[src/design/bsb_pkg.sv]
package bsb_pkg;

   // One element of a batch, two's complement.
   typedef logic signed [31:0] value_type;

   // Control broadcast to every cell of the chain.
   typedef struct packed {
      logic insert;   // place the incoming value in sorted position
      logic shift;    // move every held value one cell toward the head
   } cell_ctrl_type;

endpackage

[src/design/bsb_cell.sv]
module bsb_cell
   import bsb_pkg::*;
(
   input  logic          clock,
   input  logic          reset,
   input  cell_ctrl_type ctrl,
   input  value_type     new_value,
   input  logic          prev_gt,
   input  value_type     prev_value,
   input  logic          prev_occ,
   input  value_type     next_value,
   input  logic          next_occ,
   output logic          gt,
   output value_type     held_value,
   output logic          occ
);

   value_type value_ff, value_in;
   logic      occ_ff, occ_in;

   // An empty cell acts as plus infinity; equal values stay put so that
   // later arrivals land behind them.
   assign gt = !occ_ff || (value_ff > new_value);

   always_comb begin
      value_in = value_ff;
      occ_in   = occ_ff;
      if (ctrl.shift) begin
         value_in = next_value;
         occ_in   = next_occ;
      end else if (ctrl.insert && gt) begin
         if (prev_gt) begin
            value_in = prev_value;
            occ_in   = prev_occ;
         end else begin
            value_in = new_value;
            occ_in   = 1'b1;
         end
      end
   end

   always_ff @(posedge clock) begin
      value_ff <= value_in;
      if (reset) begin
         occ_ff <= 1'b0;
      end else begin
         occ_ff <= occ_in;
      end
   end

   assign held_value = value_ff;
   assign occ        = occ_ff;

endmodule

[config.mk]
export PLATFORM = sky130hd
export DESIGN_NAME = bsb_cell
export DESIGN_NICKNAME = d
export VERILOG_FILES = /design/src/design/bsb_pkg.sv /design/src/design/bsb_cell.sv
export SDC_FILE = /design/constraint.sdc
export NUM_CORES = 1
export LEC_CHECK = 0
export ABC_CLOCK_PERIOD_IN_PS = 7600
export BUFFER_PORTS_ARGS = -buffer_cell sky130_fd_sc_hd__buf_4
export CELL_PAD_IN_SITES_DETAIL_PLACEMENT = 1
export CELL_PAD_IN_SITES_GLOBAL_PLACEMENT = 1
export CORE_MARGIN = 2
export CORE_UTILIZATION = 35
export CTS_CLUSTER_SIZE = 10
export DETAILED_ROUTE_END_ITERATION = 7
export GPL_ROUTABILITY_DRIVEN = 0
export PLACE_DENSITY = 0.92
export SETUP_SLACK_MARGIN = 0.15
export SYNTH_ARGS = -nofsm -noshare
export SYNTH_HDL_FRONTEND = slang
export SYNTH_SLANG_ARGS = --single-unit
[constraint.sdc]
create_clock -name clock -period 7.6 [get_ports clock]
set_input_delay 1.9 -clock clock [delete_from_list [all_inputs] [get_ports clock]]
set_output_delay 1.9 -clock clock [all_outputs]
set_load 0.01 [all_outputs]
==> flow_metrics.env <==
export IMPL_post_layout_nonfiller_instances=492
export IMPL_layout_core_utilization_pct=54.0
export IMPL_cts_hold_buffers=0
export IMPL_num_antenna_cells=0
export IMPL_global_route_usage_met3_pct=4.57
export IMPL_max_cap_violations=0
export IMPL_min_clock_period_post_route_ns=5.78
export IMPL_dieHeight_um=88.5
export IMPL_final_setup_skew_ns=0.0110
export IMPL_finalHoldViolCount=0
export IMPL_grt_use_met2_pct=38.6
export IMPL_ys_types=30
export IMPL_critPathCaptureType="output port"
export IMPL_worst_setup_path_type="primary input to output port"
export IMPL_grt_total_usage_pct=19.7
export IMPL_timing_reg2reg_worst_path_depth=7
export IMPL_totalNegativeSetupSlack_ns=0
export IMPL_cts_num_sinks=33
export IMPL_synth_top_area_cell="sky130_fd_sc_hd__edfxtp_1"
export IMPL_whs_path_depth=2
export IMPL_cts_made_buffers=5
export IMPL_n_fill_cell=812
export IMPL_finalInstanceArea_um2=3710
export IMPL_reg2reg_to="held_value[0]"
export IMPL_timing_final_max_slew_violations=0
export IMPL_min_delay_path_class="register to register"
export IMPL_cp_data_required_time_ns=5.70
export IMPL_core_area_um2=6870
export IMPL_post_synth_cell_area_avg_um2=9.51
export IMPL_netlist_top_cells_area="sky130_fd_sc_hd__edfxtp_1, sky130_fd_sc_hd__ha_1, sky130_fd_sc_hd__mux2i_1"
export IMPL_period_share_pct=76.1
export IMPL_cts_clk_slew_worst_paths_ns=0.06
export IMPL_drt_antenna_violating_nets=0
export IMPL_layout_cell_share_with_drive_strength_beyond_1_pct=36.9
export IMPL_floorplan_die_width_um=88.5
export IMPL_yosysSeqAreaShare_pct=39.2
export IMPL_postCtsSetupBuffers=0
export IMPL_status="finished clean"
export IMPL_cp_start_kind="primary input"
export IMPL_pwr_density_cell_nw_per_um2=164
export IMPL_rsz0062_at_grt="false"
export IMPL_antenna_found_initial=0
export IMPL_grt_pass1_vias=2715
export IMPL_numPortBuffers=136
export IMPL_initial_utilization_pct=36.4
export IMPL_nets=530
export IMPL_synth_area_um2=2500
export IMPL_synth_warnings=0
export IMPL_grt_pass1_wl_um=12100
export IMPL_critPathMaxFanout=3
export IMPL_clock_root_buffer="sky130_fd_sc_hd__clkbuf_8"
export IMPL_row_count=30
export IMPL_ir_drop_uv=66.3
export IMPL_detailedRoute_firstPassIterationCount=4
export IMPL_ctsHtreeMaxLevel=2
export IMPL_netlist_instances=263
export IMPL_clk_insertion_delay_late_ns=0.28
export IMPL_globalRoute_totalOverflow=0
export IMPL_worst_ep_arrival_time_ns=3.88
export IMPL_wire_per_inst_um=15.7
export IMPL_post_place_cells=484
export IMPL_routed_via_count=2428
export IMPL_timing_max_slew_rel_slack_pct=43.9
export IMPL_postSynthRegisterBits=33
export IMPL_maxClockFrequency_mhz=173
export IMPL_area_delta_synth_final_pct=48.4
export IMPL_timing_reg2reg_setup_slack_ns=4.59
export IMPL_cts_tree="built"
export IMPL_floorplan_die_area_um2=7840
export IMPL_place_detailed_hpwl_um=6190
export IMPL_grt_max_degree=69
export IMPL_pin_count=137
export IMPL_holdWs_ns=0.529
export IMPL_yosys_area_top_type_share_pct=38.4
export IMPL_r2r_start="held_value[14]"
export IMPL_drc=0
export IMPL_post_cts_resized_instances=0
export IMPL_detailed_place_area_um2=3600
export IMPL_gr_max_usage_layer="met2"
export IMPL_timing_hold_worst_start="occ"
export IMPL_grt_met1_usage_pct=21.0
export IMPL_syn_nets=398
export IMPL_routed_via_density=4.93
export IMPL_worstMarginPinSlew_ns=0.841
export IMPL_worst_hold_path_endpoint="occ"
export IMPL_setup_violations_final=0
export IMPL_routed_wirelength_um=7730
export IMPL_leakage_nw=1.90
export IMPL_first_iter_violations=42
export IMPL_clock_tree_buffer_depth=2
[metrics by stage]
step	worst slack [ns]	power (W)
4_1_cts	1.81	0.000620
3_5_place_dp	1.85	0.000449
3_3_place_gp	1.89	0.000438
6_report	1.82	0.000608
5_1_grt	1.72	0.000647
2_1_floorplan	2.21	0.000340
[cells by family (layout without fill, tap and decap cells)]
group	after synthesis	after routing	share of synthesized area, %
adder cells (fa/ha/maj)	32	32	16.0
AO/OA/AOI/OAI	62	62	14.6
AND/OR/NAND/NOR	58	58	10.5
buffers and inverters	46	179	6.90
flip-flops	33	33	39.2
multiplexers	32	32	12.8
[state kept, by name, indices dropped and copies added, names as in the netlist]
register	cells
occ	1
held_value	32
[cell usage after synthesis (all sizes together)]
cell      n
buf       3
a211o     1
a21bo     1
a311o     1
and3      1
o21a      1
nand3     4
nand4     5
a221oi    2
a2111oi   1
nand2b    1
inv      35
and4      3
edfxtp   32
o32ai     1
o211ai    1
clkbuf    8
o221a     1
a21oi    13
a21o      2
o21ai    35
dfxtp     1
mux2i    32
ha       32
o31a      1
nor2b     2
nor3      2
nand2    38
nor2      2
a221o     1
[cells in the final DEF (no fill, tap or decap), types with 2 or more instances in the layout]
cell	instances
sky130_fd_sc_hd__nor2b_1	2
sky130_fd_sc_hd__nor3_1	2
sky130_fd_sc_hd__a21oi_1	13
sky130_fd_sc_hd__and4_1	3
sky130_fd_sc_hd__a21o_1	2
sky130_fd_sc_hd__nand4_1	5
sky130_fd_sc_hd__o21ai_0	35
sky130_fd_sc_hd__edfxtp_1	32
sky130_fd_sc_hd__inv_1	35
sky130_fd_sc_hd__nor2_1	2
sky130_fd_sc_hd__ha_1	32
sky130_fd_sc_hd__nand2_1	38
sky130_fd_sc_hd__a221oi_1	2
sky130_fd_sc_hd__mux2i_1	32
sky130_fd_sc_hd__nand3_1	4
sky130_fd_sc_hd__clkbuf_8	5
sky130_fd_sc_hd__buf_4	136
[critical path, cell delays in order]
cell and delay, ns:
sky130_fd_sc_hd__buf_4 0.09, sky130_fd_sc_hd__inv_1 0.03, sky130_fd_sc_hd__ha_1 0.32, sky130_fd_sc_hd__a21oi_1 0.18, sky130_fd_sc_hd__nand2_1 0.09, sky130_fd_sc_hd__a221o_1 0.35, sky130_fd_sc_hd__o31a_1 0.31, sky130_fd_sc_hd__a211o_1 0.27
sky130_fd_sc_hd__a21bo_2 0.21, sky130_fd_sc_hd__buf_4 0.15
[where the power goes]
part | switching, W | internal [W] | leakage, nW
Clock | 0.0000690 | 0.0000966 | 0.0518
Sequential | 0.0000141 | 0.000230 | 0.342
Combinational | 0.0000947 | 0.000104 | 1.50
[worst max path at each step]
stage                     slack (ns)  depth (start not counted)           from  end
after floorplan                 2.21                          8  new_value[14]   gt
after global placement          1.89                         10  new_value[14]   gt
after detailed placement        1.85                         10  new_value[14]   gt
after CTS                       1.81                         10  new_value[14]   gt
after global routing            1.72                         10  new_value[14]   gt
final                           1.82                         10  new_value[14]   gt
[final cells by class]
| type | count | area [um2] | area share [%] |
|---|---|---|---|
| Inverter | 35 | 131 | 3.54 |
| Clock inverter | 3 | 41.3 | 1.11 |
| Sequential cell | 33 | 981 | 26.4 |
| Tap cell | 96 | 120 | 3.24 |
| Multi-Input combinational cell | 184 | 1350 | 36.3 |
| Clock buffer | 5 | 68.8 | 1.85 |
| Timing Repair Buffer | 136 | 1020 | 27.5 |
[routing by layer]
metal / wire length, um / vias to the layer above
met2: 4110 / 87
met1: 3030 / 1122
li1: - / 1210
met4: 83 / 0
met3: 502 / 9
met5: 0 / -
Power figures use the tool's default switching activity.
